$ cat src/rtl/waca_pkg.sv
// Shared types and constants of the windowed autocorrelation accumulator.
package waca_pkg;

    localparam int REQ_BITS     = 2;
    localparam int LAG_IDX_BITS = 8;
    localparam int OUT_SUM_BITS = 48;
    localparam int QUEUE_DEPTH  = 4;

    // Request codes on the input channel.
    localparam logic [REQ_BITS-1:0] REQ_PUSH  = 2'd0;
    localparam logic [REQ_BITS-1:0] REQ_READ  = 2'd1;
    localparam logic [REQ_BITS-1:0] REQ_CLEAR = 2'd2;

    // Command kinds kept in the queue after classification.
    typedef enum logic [1:0] {
        OP_PUSH,
        OP_READ,
        OP_CLEAR
    } t_op;

    // Head of the command queue as seen by the execution side.
    typedef struct packed {
        logic valid;
        t_op  op;
        logic in_range;
    } t_cmd_ctl;

endpackage

$ cat src/rtl/waca_front.sv
// Request classifier and command queue of the autocorrelation accumulator.
module waca_front #(
    parameter int MAX_LAG     = 256,
    parameter int MIN_LAG     = 32,
    parameter int SAMPLE_BITS = 16
) (
    input  logic                             i_clk,
    input  logic                             i_rst_n,
    input  logic                             i_in_valid,
    output logic                             o_in_stall,
    input  logic [waca_pkg::REQ_BITS-1:0]    i_req_type,
    input  logic [SAMPLE_BITS-1:0]           i_sample,
    input  logic [waca_pkg::LAG_IDX_BITS-1:0] i_lag_index,
    output waca_pkg::t_cmd_ctl               o_cmd,
    output logic [SAMPLE_BITS-1:0]           o_cmd_sample,
    output logic [waca_pkg::LAG_IDX_BITS-1:0] o_cmd_lag_index,
    input  logic                             i_cmd_pop
);
    import waca_pkg::*;

    localparam int LAG_COUNT = MAX_LAG - MIN_LAG;
    localparam int QA        = $clog2(QUEUE_DEPTH);

    t_op                     r_q_op     [QUEUE_DEPTH];
    logic                    r_q_rng    [QUEUE_DEPTH];
    logic [SAMPLE_BITS-1:0]  r_q_sample [QUEUE_DEPTH];
    logic [LAG_IDX_BITS-1:0] r_q_lag    [QUEUE_DEPTH];
    logic [QA-1:0]           r_wr_ptr;
    logic [QA-1:0]           r_rd_ptr;
    logic [QA:0]             r_count;
    logic [QA:0]             n_count;

    logic w_accept;
    logic w_keep;
    logic w_push;
    logic w_in_range;
    t_op  w_op;

    // Unused request codes are taken and dropped here.
    always_comb begin
        w_keep = 1'b1;
        w_op   = OP_PUSH;
        unique case (i_req_type)
            REQ_PUSH:  w_op = OP_PUSH;
            REQ_READ:  w_op = OP_READ;
            REQ_CLEAR: w_op = OP_CLEAR;
            default:   w_keep = 1'b0;
        endcase
    end

    assign w_in_range = 32'(i_lag_index) < 32'(LAG_COUNT);
    assign o_in_stall = r_count == (QA+1)'(QUEUE_DEPTH);
    assign w_accept   = i_in_valid && !o_in_stall;
    assign w_push     = w_accept && w_keep;
    assign n_count    = r_count + (QA+1)'(w_push) - (QA+1)'(i_cmd_pop);

    always_ff @(posedge i_clk) begin
        if (w_push) begin
            r_q_op[r_wr_ptr]     <= w_op;
            r_q_rng[r_wr_ptr]    <= w_in_range;
            r_q_sample[r_wr_ptr] <= i_sample;
            r_q_lag[r_wr_ptr]    <= i_lag_index;
        end
    end

    always_ff @(posedge i_clk) begin
        if (!i_rst_n) begin
            r_wr_ptr <= '0;
            r_rd_ptr <= '0;
            r_count  <= '0;
        end else begin
            if (w_push) begin
                r_wr_ptr <= r_wr_ptr + 1'b1;
            end
            if (i_cmd_pop) begin
                r_rd_ptr <= r_rd_ptr + 1'b1;
            end
            r_count <= n_count;
        end
    end

    assign o_cmd.valid     = r_count != '0;
    assign o_cmd.op        = r_q_op[r_rd_ptr];
    assign o_cmd.in_range  = r_q_rng[r_rd_ptr];
    assign o_cmd_sample    = r_q_sample[r_rd_ptr];
    assign o_cmd_lag_index = r_q_lag[r_rd_ptr];

endmodule

$ cat config.mk
export PLATFORM = sky130hd
export DESIGN_NAME = waca_front
export DESIGN_NICKNAME = d
export VERILOG_FILES = /design/src/rtl/waca_pkg.sv /design/src/rtl/waca_front.sv
export SDC_FILE = /design/constraint.sdc
export NUM_CORES = 1
export LEC_CHECK = 0
export ABC_AREA = 1
export BUFFER_PORTS_ARGS = -buffer_cell sky130_fd_sc_hd__buf_2
export CORE_UTILIZATION = 45
export CTS_BUF_LIST = sky130_fd_sc_hd__clkbuf_16
export DETAILED_ROUTE_END_ITERATION = 6
export GPL_TIMING_DRIVEN = 0
export RECOVER_POWER = 25
export SLEW_MARGIN = 10
export SYNTH_ARGS = -nofsm -noshare
export SYNTH_HDL_FRONTEND = slang
export SYNTH_SLANG_ARGS = --single-unit
$ cat constraint.sdc
create_clock -name i_clk -period 2.8 [get_ports i_clk]
set_input_delay 0.14 -clock i_clk [delete_from_list [all_inputs] [get_ports i_clk]]
set_output_delay 0.14 -clock i_clk [all_outputs]
set_load 0.02 [all_outputs]
# Yosys cells after proc, flatten, opt, wreduce, memory -nomap -nowiden
# Memories as Yosys holds them, arrays and structs flattened. A register that Yosys moved wholly into a read port is not among the register bits.
# Index checks and enable logic that the tools add are counted.
[classes] addsub=4 magnitude_cmp=1 eq_ne=3 mux=12 reduce_logical=6
[ops] operator="$mux W2" n=8
[ops] operator="$lt A8 B8 Y1 const B" n=1
[ops] operator="$add A2 B1 Y2 const B" n=2
[ops] operator="$pmux W2 S2" n=1
[ops] operator="$add A3 B1 Y3" n=1
[ops] operator="$eq A3 B3 Y1 const B" n=1
[ops] operator="$mux W1" n=3
[ops] operator="$reduce_bool A3 Y1" n=1
[ops] operator="$reduce_or A3 Y1" n=1
[ops] operator="$sub A3 B1 Y3" n=1
[ops] operator="$eq A2 B1 Y1 const B" n=1
[ops] operator="$eq A2 B2 Y1 const B" n=1
[ops] operator="$logic_and A1 B1 Y1" n=2
[ops] operator="$logic_not A2 Y1" n=1
[ops] operator="$logic_not A1 Y1" n=1
[totals] regBits=7 mem_bits_rw=108 out_inout_bits=29 word_cells=33 memories=4
[memory_table] name="r_q_sample" depth=4 word_bits=16 read_ports=1 rd_ports_with_merged_regs=1 wr=1 line="waca_front.sv:26" rtl="logic [SAMPLE_BITS-1:0] r_q_sample [QUEUE_DEPTH];"
[memory_table] name="r_q_lag" depth=4 word_bits=8 read_ports=1 rd_ports_with_merged_regs=1 wr=1 line="waca_front.sv:27" rtl="logic [LAG_IDX_BITS-1:0] r_q_lag [QUEUE_DEPTH];"
[memory_table] name="r_q_op" depth=4 word_bits=2 read_ports=1 rd_ports_with_merged_regs=1 wr=1 line="waca_front.sv:24" rtl="t_op r_q_op [QUEUE_DEPTH];"
[memory_table] name="r_q_rng" depth=4 word_bits=1 read_ports=1 rd_ports_with_merged_regs=1 wr=1 line="waca_front.sv:25" rtl="logic r_q_rng [QUEUE_DEPTH];"

# Depth between registers and ports, before layout
# Gate-level depths: netlist (run 1).
[logic_depth] ltp_word=6 depth_mapped=12

# Worst setup path before layout (run 1)
# No wires, ideal clock.
[synth_path] path_type="register to register" from="reg r_count[1]" to="mem r_q_lag[0][0] (enable)" arrival_time_ns=1.873 path_slack_ns=0.516 path_stages_with_launch=5 synth_period_minus_slack_ns=2.284 cell_sequence="dfxtp_1 -> nor2_1 -> nand2_1 -> nand2_1 -> nor2_1"
[synth_via] elab_chain_cells=6
[synth_rtl] element="start: declaration" line="waca_front.sv:30" rtl="logic [QA:0] r_count;"
[synth_rtl] element="start signal: assignment" line="waca_front.sv:78" rtl="r_count <= n_count;"
[synth_rtl] element="$eq A3 B3 Y1" line="waca_front.sv:52" rtl="assign o_in_stall = r_count == (QA+1)'(QUEUE_DEPTH);"
[synth_rtl] element="$logic_not A1 Y1" line="waca_front.sv:53" rtl="assign w_accept = i_in_valid && !o_in_stall;"
[synth_rtl] element="$logic_and A1 B1 Y1" line="waca_front.sv:53"
[synth_rtl] element="$logic_and A1 B1 Y1" line="waca_front.sv:54" rtl="assign w_push = w_accept && w_keep;"
[synth_rtl] element="$mux W1" line="waca_front.sv:58" rtl="if (w_push) begin"
[synth_rtl] element="$mux W1 (not written as such)" line="waca_front.sv:62" rtl="r_q_lag[r_wr_ptr] <= i_lag_index;"
[synth_rtl] element="end: declaration" line="waca_front.sv:27"
# Every way passes these cells.

# Final worst setup path (run 1)
[layout_path] from="reg r_count[1]" to="reg r_count[2]"
[layout_via] elab_chain_cells=6
[layout_rtl] element="$eq A3 B3 Y1" line="waca_front.sv:52"
[layout_rtl] element="$logic_not A1 Y1" line="waca_front.sv:53"
[layout_rtl] element="$logic_and A1 B1 Y1" line="waca_front.sv:53"
[layout_rtl] element="$logic_and A1 B1 Y1" line="waca_front.sv:54"
[layout_rtl] element="$add A3 B1 Y3 *" line="waca_front.sv:55" rtl="assign n_count = r_count + (QA+1)'(w_push) - (QA+1)'(i_cmd_pop);"
[layout_rtl] element="$sub A3 B1 Y3 *" line="waca_front.sv:55"
# Every way passes the cells marked *; elsewhere a longest branch is shown, timed or not.
# A chain may end at the register's enable or synchronous reset.

==> impl_metrics.csv, run 1 <==
group,metric,value,unit
die,initial_utilization,46.4,%
critical_path,r2r_end,"r_count[2]",
sta,finalHoldViolations,0,
die,dieArea,0.0105,mm2
cells_and_area,drive_above_1_share,21.7,%
sta,grt_setup_unrepaired,"no",
logic_synthesis,synth.top_cell.area_share,71.4,%
drt,drt_pass1_iterations,4,
sta,fin_crit_sh,79.1,%
grt,grt_pass1_wl,14.6,mm
flow_run,maxCapViolCount,0,
logic_synthesis,synthesis.nets,365,
sta,slew_headroom,63.1,%
critical_path,critPathSlowestCell,"dfxtp_1",
critical_path,crit_path_frequent_cell,"nand2_1",
placed_design,dpl_worst_slack,0.579,ns
sta,timing.fmax,451,MHz
clocking,cts_buffers,17,
logic_synthesis,synthCells,328,
clocking,cts_max_level,4,
sta,timing.hold.ws,0.0149,ns
die,ios,59,
worst_hold_path,hold_class,"input pin to register",
cells_and_area,fin_util,60.5,%
logic_synthesis,synth.largest_area_cell,"edfxtp_1",
sta,finalWorstSetupSlack,0.584,ns
die,coreArea,0.00977,mm2
drt,drt_iter0_markers,116,
drt,wl,9.50,mm
clocking,clk_pin_slew,0.05,ns
critical_path,start_kind,"register",
sta,slew_viol_final,0,
cells_and_area,final_cell_mix,"108 x edfxtp_1, 64 x nor2_1, 45 x buf_2",
placed_design,place_congestion,0.692,
power_and_ir_drop,total_leakage_power,2.15,nW
drt,wire_per_inst,16.4,um
critical_path,path_cells,"nor2_1 -> nand2_1 -> nand2_1 -> ha_1 -> inv_1 -> ha_1 -> inv_1 -> fa_1 -> inv_1 -> nand2_1 -> nand2_1 -> nor2_1",
grt,globalRouteTotalUtil,19.8,%
outcome,status,"finished, final reports clean",
clocking,clk_latency,0.40,ns
worst_hold_path,min_to,"r_count[1]",
critical_path,crit_fanout,6,
critical_path,crit_arrival,2.51,ns
sta,final.setup.tns,0,ns
logic_synthesis,ys_top_cells_by_area,"edfxtp_1 71%, nor2_1 5.6%, dfxtp_1 4.0%, o22ai_1 3.7%, o21ai_0 3.6%",
die,placementRows,36,
sta,setup_viol,0,
logic_synthesis,synth_warnings,0,
placed_design,place_hpwl,5.68,mm
die,fp.dieW,102,um
power_and_ir_drop,power.total,4.87,mW
sta,finalCriticalPeriod,2.22,ns
clocking,cts_max_path_buffers,2,
drt,viasPerCell,5.07,
cells_and_area,areaGrowthSynthToFinish,30.3,%
grt,grt.overflow.total,0,
grt,grt_max_degree,24,
critical_path,critPathCaptureType,"register",
cells_and_area,n_antenna_cell,0,
drt,route.detailed.drc,0,
drt,drt.antenna.violating_nets,0,
placed_design,port_buffers,58,
sta,worst_pin_slew,0.552,ns
clocking,cts-root-buf,"clkbuf_16",
worst_hold_path,min_from,"i_rst_n",
critical_path,cpPeakStageDelay,0.35,ns
logic_synthesis,syn-cell-area,0.00454,mm2
critical_path,path_class,"register to register",
logic_synthesis,synth_cell_types,20,
drt,num_vias,2938,
critical_path,startpoint,"r_count[1]",
critical_path,rr_worst_depth,12,
logic_synthesis,yosysSeqAreaShare,75.4,%
clocking,cts_num_sinks,117,
cells_and_area,final_nets,470,
cells_and_area,layout_commonest_cell,"edfxtp_1",
clocking,cts_tree,"done",
critical_path,critical_path.top_delay_family,"simple AND/OR/NAND/NOR gates",
critical_path,worst-path-buf-inv,3,
critical_path,r2r_slack,0.58,ns
sta,fin_skew,0.00485,ns
power_and_ir_drop,p_per_area,823,mW/mm2
critical_path,required,3.10,ns
critical_path,regToRegStartpoint,"r_count[1]",
grt,antenna_found_initial,0,
grt,grt_pass1_vias,2912,
logic_synthesis,synth_seq_cells,117,
worst_hold_path,hold_depth,3,
power_and_ir_drop,ir_drop,0.000501,V
die,die_h,102,um
logic_synthesis,syn-mean-instance-area,13.8,um2
[worst max-delay path by stage]
| stage | end | slack (ns) | cells after the start |
|---|---|---|---|
| after detailed placement | r_count[2] | 0.58 | 12 |
| after global routing | r_count[2] | 0.37 | 12 |
| after floorplan | r_q_lag[0][0] | 0.52 | 4 |
| final | r_count[2] | 0.58 | 12 |
| after global placement | r_q_sample[3][7] | -0.58 | 4 |
| after CTS | r_count[2] | 0.56 | 12 |
[what timing repair did]
action / in CTS / in global routing
setup buffers: 0 / 0
hold buffers: 24 / 0
resized for setup: 0 / 0
hold endpoints to repair: 96 / 0
[cell families (layout without fill, tap and decap cells)]
kind of cell / count (synthesis) / count (layout) / share of synthesized area, %
DFF: 117 / 117 / 75.4
AOI/OAI and AO/OA: 87 / 87 / 10.4
and+or+nand+nor: 80 / 80 / 6.70
buffers and inverters: 36 / 154 / 5.18
adders and majority gates: 7 / 7 / 2.09
xor gates and xnor gates: 1 / 1 / 0.193
[final cells by class]
cell class | count | area (um2)
plain buffers | 16 | 148
clock buffers | 17 | 425
clock inverters | 15 | 140
fillers | 773 | 3860
inverters | 20 | 87.6
multi-input cells | 175 | 911
flip-flops and latches | 117 | 3420
well taps | 133 | 166
repair buffers | 86 | 612
[sequential cells by signal, summed over array words and instances (netlist names), named ones only]
name	count
r_count	3
r_q_lag	32
r_q_op	8
r_q_rng	4
r_q_sample	64
r_rd_ptr	2
r_wr_ptr	2
[report_power, final]
part	switching [mW]	leakage [nW]	internal [mW]
clock	0.742	0.259	1.29
sequential	0.0494	1.06	2.07
combinational	0.458	0.828	0.254
[synth_stat cells]
| library cell | n |
|---|---|
| edfxtp_1 | 108 |
| nor2_1 | 68 |
| o21ai_0 | 33 |
| o22ai_1 | 27 |
| o21ai_1 | 23 |
| inv_1 | 18 |
| buf_6 | 10 |
| dfxtp_1 | 9 |
| nand2_1 | 9 |
| ha_1 | 6 |
| buf_2 | 4 |
| a21oi_1 | 3 |
| nand3_1 | 3 |
| a21oi_2 | 1 |
| buf_4 | 1 |
| clkbuf_4 | 1 |
| clkinv_4 | 1 |
| fa_1 | 1 |
| inv_8 | 1 |
| xnor2_1 | 1 |
[through the flow]
stage	instances	area [um2]
final	579	5910
after global routing	579	5910
after floorplan	328	4540
after global placement	519	5000
after CTS	579	5930
after detailed placement	523	5130
[per-layer routing]
metal  vias up  track usage [%]  part of all wire, %
li1       1409                -                    -
met1      1436             22.9                   42
met2        83             35.0                   52
met3        10             4.86                  4.7
met4         0             8.13                 0.96
met5         -                0                    0
[tightest hold or removal path: stages]
cell	delay, ns
buf_2	0.14
inv_1	0.06
nor2_1	0.03
(Power assumes the default switching activity.)
==> inputs of run 2 (changes only) <==
==> constraint.sdc (replaced) <==
create_clock -name i_clk -period 2.1 [get_ports i_clk]
set_input_delay 0.105 -clock i_clk [delete_from_list [all_inputs] [get_ports i_clk]]
set_output_delay 0.105 -clock i_clk [all_outputs]
set_load 0.02 [all_outputs]
==> run 2 against run 1 <==
Setup slack got worse by 0.39 ns; final cell count rose by 0.35%; cell area rose by 0.51%; via count fell by 0.54%; sequential power rose by 34%; routed wire length fell by 0.34%; clock-buffer cell count did not move; first-iteration DRC count rose by 4.3%; die area did not move; clock power rose by 33%; register-to-register slack got worse by 0.39 ns; utilization rose by 0.31 points; critical path type unchanged; largest power group unchanged.
==> impl_metrics.csv, run 2 (same netlist as run 1, synthesis figures left out) <==
group,metric,value,unit
clocking,cts_max_level,4,
critical_path,crit_path_frequent_cell,"inv_1",
worst_hold_path,hold_class,"input pin to register",
drt,drt_iter0_markers,121,
sta,slew_viol_final,0,
clocking,cts_num_sinks,117,
clocking,cts_max_path_buffers,2,
power_and_ir_drop,total_leakage_power,2.16,nW
sta,setup_viol,0,
drt,route.detailed.drc,0,
cells_and_area,largest_reg_flops,64,
cells_and_area,final_cell_mix,"108 x edfxtp_1, 63 x nor2_1, 45 x buf_2",
die,dieArea,0.0105,mm2
cells_and_area,layout_commonest_cell,"edfxtp_1",
cells_and_area,final_nets,472,
power_and_ir_drop,power.total,6.51,mW
drt,num_vias,2922,
critical_path,critPathSlowestCell,"dfxtp_1",
grt,globalRouteTotalUtil,19.8,%
sta,finalCriticalPeriod,1.90,ns
placed_design,place_inst,523,
cells_and_area,drive_above_1_share,22.5,%
placed_design,place_hpwl,5.68,mm
die,die_h,102,um
clocking,cts_buffers,17,
placed_design,place_congestion,0.692,
cells_and_area,largest-register,"r_q_sample",
cells_and_area,n_antenna_cell,0,
critical_path,path_class,"register to register",
drt,drt_pass1_iterations,4,
critical_path,required,2.39,ns
sta,timing.fmax,525,MHz
cells_and_area,n_fill_cell,773,
sta,fin_crit_sh,90.7,%
critical_path,path_cells,"nor2_2 -> nand2_2 -> nand2_4 -> ha_1 -> inv_1 -> ha_1 -> inv_1 -> fa_1 -> inv_1 -> nand2_1 -> nand2_1 -> nor2_1",
die,coreArea,0.00977,mm2
drt,wl,9.47,mm
sta,grt_setup_unrepaired,"no",
flow_run,maxCapViolCount,0,
sta,fin_skew,0.00442,ns
critical_path,crit_arrival,2.20,ns
clocking,cts_tree,"done",
grt,grt_pass1_vias,2920,
drt,wire_per_inst,16.3,um
clocking,cts-root-buf,"clkbuf_16",
critical_path,cpPeakStageDelay,0.41,ns
die,placementRows,36,
power_and_ir_drop,p_per_area,1100,mW/mm2
grt,antenna_found_initial,0,
power_and_ir_drop,ir_drop,0.000675,V
die,fp.dieW,102,um
die,initial_utilization,46.4,%
sta,worst_pin_slew,0.545,ns
grt,grt_pass1_wl,14.7,mm
drt,drt.antenna.violating_nets,0,
cells_and_area,fin_cells,581,
clocking,clk_pin_slew,0.05,ns
sta,finalHoldViolations,0,
grt,grt_max_degree,24,
clocking,clk_latency,0.40,ns
grt,grt.overflow.total,0,
cells_and_area,largestRegisters,"r_q_sample x64, r_q_lag x32, r_q_op x8",
die,ios,59,
drt,viasPerCell,5.03,
outcome,status,"finished, final reports clean",
placed_design,port_buffers,58,
sta,timing.hold.ws,0.0373,ns
critical_path,critPathCaptureType,"register",
critical_path,crit_fanout,6,
cells_and_area,areaGrowthSynthToFinish,30.9,%
critical_path,start_kind,"register",
sta,slew_headroom,63.6,%
## run 2: cell type report
cell class,instances,area (um2),area share [%]
flip-flops and latches,117,3420,57.6
clock buffers,17,425,7.16
inverters,20,87.6,1.47
well taps,133,166,2.80
repair buffers,88,629,10.6
multi-input cells,175,923,15.5
clock inverters,15,140,2.36
plain buffers,16,148,2.48
## run 2: final timing paths
| path | start | end | slack, ns | depth (start not counted) |
|---|---|---|---|---|
| worst max register to register | r_count[1] | r_count[2] | 0.20 | 12 |
| worst min register to register | r_rd_ptr[1] | r_rd_ptr[1] | 0.45 | 1 |
| worst max-delay path | r_count[1] | r_count[2] | 0.20 | 12 |
| worst min-delay path | i_cmd_pop | r_rd_ptr[0] | 0.04 | 3 |
## run 2: repair_timing
item	in CTS	in global routing
endpoints found under the setup margin	2	2
buffers inserted	0	1
gates resized for setup	2	2
hold buffers	25	0
hold endpoints to repair	101	0
## run 2: worst max-delay path: cells and delay by family, from the launching register on
family / cells / cell delay (ns)
buffers and inverters: 3 / 0.16
adder cells (fa/ha/maj): 3 / 0.76
AND/OR/NAND/NOR: 6 / 0.47
flip-flops: 1 / 0.41
## run 2: routing by layer
metal / up-vias / wire length (um) / GRT usage, %
li1: 1414 / - / -
met1: 1427 / 4110 / 23.0
met2: 74 / 4910 / 35.1
met3: 7 / 381 / 4.86
met4: 0 / 67 / 8.13
met5: - / 0 / 0
## run 2: stage by stage
stage                     util [%]  setup slack, ns  setup TNS (ns)  instance area [um2]
final                         60.8            0.195               0                 5940
after CTS                     60.9           0.0498               0                 5950
after global routing          60.8           0.0106               0                 5940
after global placement        51.1            -1.28         -130.19                 5000
after detailed placement      52.5           -0.121          -0.182                 5130
after floorplan                  -           -0.184          -19.87                 4540
## run 2: power breakdown
part           total, mW  internal, mW  leakage (nW)  switching, mW
Combinational      0.970         0.352         0.841          0.618
Clock               2.71          1.72         0.259          0.987
Sequential          2.84          2.77          1.06         0.0699
Total               6.51          4.84          2.16           1.67
==> inputs of run 3 (changes only) <==
--- a/config.mk
+++ b/config.mk
@@ -8,7 +8,6 @@
 export ABC_AREA = 1
 export BUFFER_PORTS_ARGS = -buffer_cell sky130_fd_sc_hd__buf_2
 export CORE_UTILIZATION = 45
-export CTS_BUF_LIST = sky130_fd_sc_hd__clkbuf_16
 export DETAILED_ROUTE_END_ITERATION = 6
 export GPL_TIMING_DRIVEN = 0
 export RECOVER_POWER = 25
==> run 3 against run 2 <==
Utilization rose by 0.18 points; highest routed layer unchanged; routed wire length rose by 0.71%; die area unchanged; cell area grew 0.29%; non-clock buffer count is 3 higher; global-route usage increased by 0.13 points; sequential power about the same; fmax decreased by 0.40%; combinational power rose by 0.5%; via count up 0.99%; first-iteration DRC count up 5.0%.
==> impl_metrics.csv, run 3 (same netlist as run 1, synthesis figures left out) <==
group,metric,value,unit
outcome,status,"finished, final reports clean",
sta,fin_crit_sh,91.1,%
sta,slew_viol_final,0,
drt,route.detailed.drc,0,
critical_path,r2r_end,"r_count[2]",
die,fp.dieW,102,um
sta,finalCriticalPeriod,1.91,ns
cells_and_area,final_nets,475,
critical_path,critPathSlowestCell,"dfxtp_1",
sta,fin_skew,0.00885,ns
grt,globalRouteTotalUtil,20.0,%
cells_and_area,largest_reg_flops,64,
drt,drt_pass1_iterations,4,
cells_and_area,drive_above_1_share,22.2,%
die,die_h,102,um
clocking,cts_max_level,4,
critical_path,crit_fanout,6,
die,placementRows,36,
sta,timing.hold.ws,0.0290,ns
critical_path,path_class,"register to register",
cells_and_area,final_cell_mix,"108 x edfxtp_1, 63 x nor2_1, 44 x buf_2",
drt,viasPerCell,5.05,
critical_path,path_cells,"nor2_2 -> nand2_2 -> nand2_4 -> ha_1 -> inv_1 -> ha_1 -> inv_1 -> fa_1 -> inv_1 -> nand2_1 -> nand2_1 -> nor2_1",
worst_hold_path,min_from,"i_in_valid",
power_and_ir_drop,seq_power_share,43.9,%
power_and_ir_drop,net-switching-power,1.68,mW
placed_design,port_buffers,58,
critical_path,regToRegStartpoint,"r_count[1]",
sta,final.setup.tns,0,ns
sta,slew_headroom,63.6,%
sta,timing.fmax,523,MHz
power_and_ir_drop,switching_share,26.0,%
drt,wl,9.54,mm
power_and_ir_drop,p_clk_share,41.1,%
critical_path,start_kind,"register",
critical_path,crit_arrival,2.31,ns
critical_path,cpPeakStageDelay,0.41,ns
clocking,cts_num_sinks,117,
drt,drt.antenna.violating_nets,0,
critical_path,worst-path-buf-inv,3,
clocking,cts-root-buf,"clkbuf_8",
clocking,cts_max_path_buffers,2,
cells_and_area,areaGrowthSynthToFinish,31.3,%
grt,grt_pass1_wl,14.8,mm
drt,wire_per_inst,16.3,um
placed_design,place_congestion,0.692,
critical_path,rr_worst_depth,12,
cells_and_area,n_antenna_cell,0,
critical_path,required,2.50,ns
critical_path,crit_path_frequent_cell,"inv_1",
cells_and_area,layout_commonest_cell,"edfxtp_1",
critical_path,critPathCaptureType,"register",
cells_and_area,n_fill_cell,771,
sta,worst_pin_slew,0.544,ns
flow_run,maxCapViolCount,0,
critical_path,critical_path.top_delay_family,"adder cells",
clocking,clk_latency,0.51,ns
critical_path,cp.depth,12,
drt,drt_iter0_markers,127,
clocking,clk_pin_slew,0.06,ns
die,initial_utilization,46.4,%
sta,grt_setup_unrepaired,"no",
power_and_ir_drop,total_leakage_power,2.16,nW
die,coreArea,0.00977,mm2
worst_hold_path,hold_class,"input pin to register",
power_and_ir_drop,ir_drop,0.000673,V
die,dieArea,0.0105,mm2
clocking,cts_buffers,17,
sta,finalHoldViolations,0,
power_and_ir_drop,combPwrFrac,15.1,%
grt,grt_pass1_vias,2947,
power_and_ir_drop,p_per_area,1080,mW/mm2
cells_and_area,largest-register,"r_q_sample",
grt,grt.overflow.total,0,
grt,grt_max_degree,24,
critical_path,r2r_slack,0.19,ns
drt,num_vias,2951,
cells_and_area,largestRegisters,"r_q_sample x64, r_q_lag x32, r_q_op x8",
placed_design,place_hpwl,5.68,mm
clocking,cts_tree,"done",
grt,antenna_found_initial,0,
critical_path,startpoint,"r_count[1]",
critical_path,endpoint,"r_count[2]",
sta,setup_viol,0,
power_and_ir_drop,p_int,4.78,mW
die,ios,59,
==> run 3: power groups by stage <==
stage	logic (mW)	clock network [mW]	registers, mW
finish	0.975	2.65	2.83
global route	1.08	2.80	2.85
CTS	0.979	2.69	2.83
detailed placement	0.930	0	2.88
global placement	0.845	0	2.88
floorplan	0.566	0	2.87
==> run 3: area by class of cell <==
cell class	count	area, um2	share of cell area (%)
sequential	117	3420	57.4
multi-input combinational	175	923	15.5
timing repair buffer	91	658	11.0
clock buffer	17	414	6.95
tap	133	166	2.79
buffer	16	148	2.48
clock inverter	15	140	2.35
inverter	20	87.6	1.47
==> run 3: worst min path at each step <==
stage | end | slack [ns] | cells past startpoint
after floorplan | r_count[0] | 0.20 | 2
after global placement | r_q_lag[1][1] | 0.32 | 1
after detailed placement | r_q_sample[3][12] | 0.32 | 1
after CTS | r_wr_ptr[1] | 0.01 | 6
after global routing | r_wr_ptr[1] | 0.03 | 5
final | r_wr_ptr[1] | 0.03 | 6
==> run 3: through the flow <==
stage	util, %	instances	cell area (um2)	setup WS, ns	total power, mW
2_1_floorplan	-	328	4540	-0.184	3.43
3_3_place_gp	51.1	519	5000	-1.28	3.73
3_5_place_dp	52.5	523	5130	-0.121	3.81
4_1_cts	61.1	583	5970	0.0494	6.50
5_1_grt	61.0	584	5960	0.0103	6.73
6_report	61.0	584	5960	0.187	6.46
==> run 3: routing by layer <==
layer,global-route usage [%],wire (um),up-vias
li1,-,-,1421
met1,23.1,4060,1436
met2,35.4,4950,81
met3,4.86,425,13
met4,8.13,108,0
met5,0,0,-
==> run 3: what timing repair did <==
item | 4_1_cts | 5_1_grt
gates resized for setup | 2 | 2
endpoints found under the hold margin | 117 | 0
buffers inserted | 0 | 1
hold buffers | 28 | 0
setup endpoints to repair | 2 | 2
==> run 3: tightest hold or removal path: stages <==
cell	delay (ns)
buf_2	0.09
inv_1	0.05
a21oi_2	0.06
nand3_1	0.07
nand2_1	0.04
nor2_1	0.07
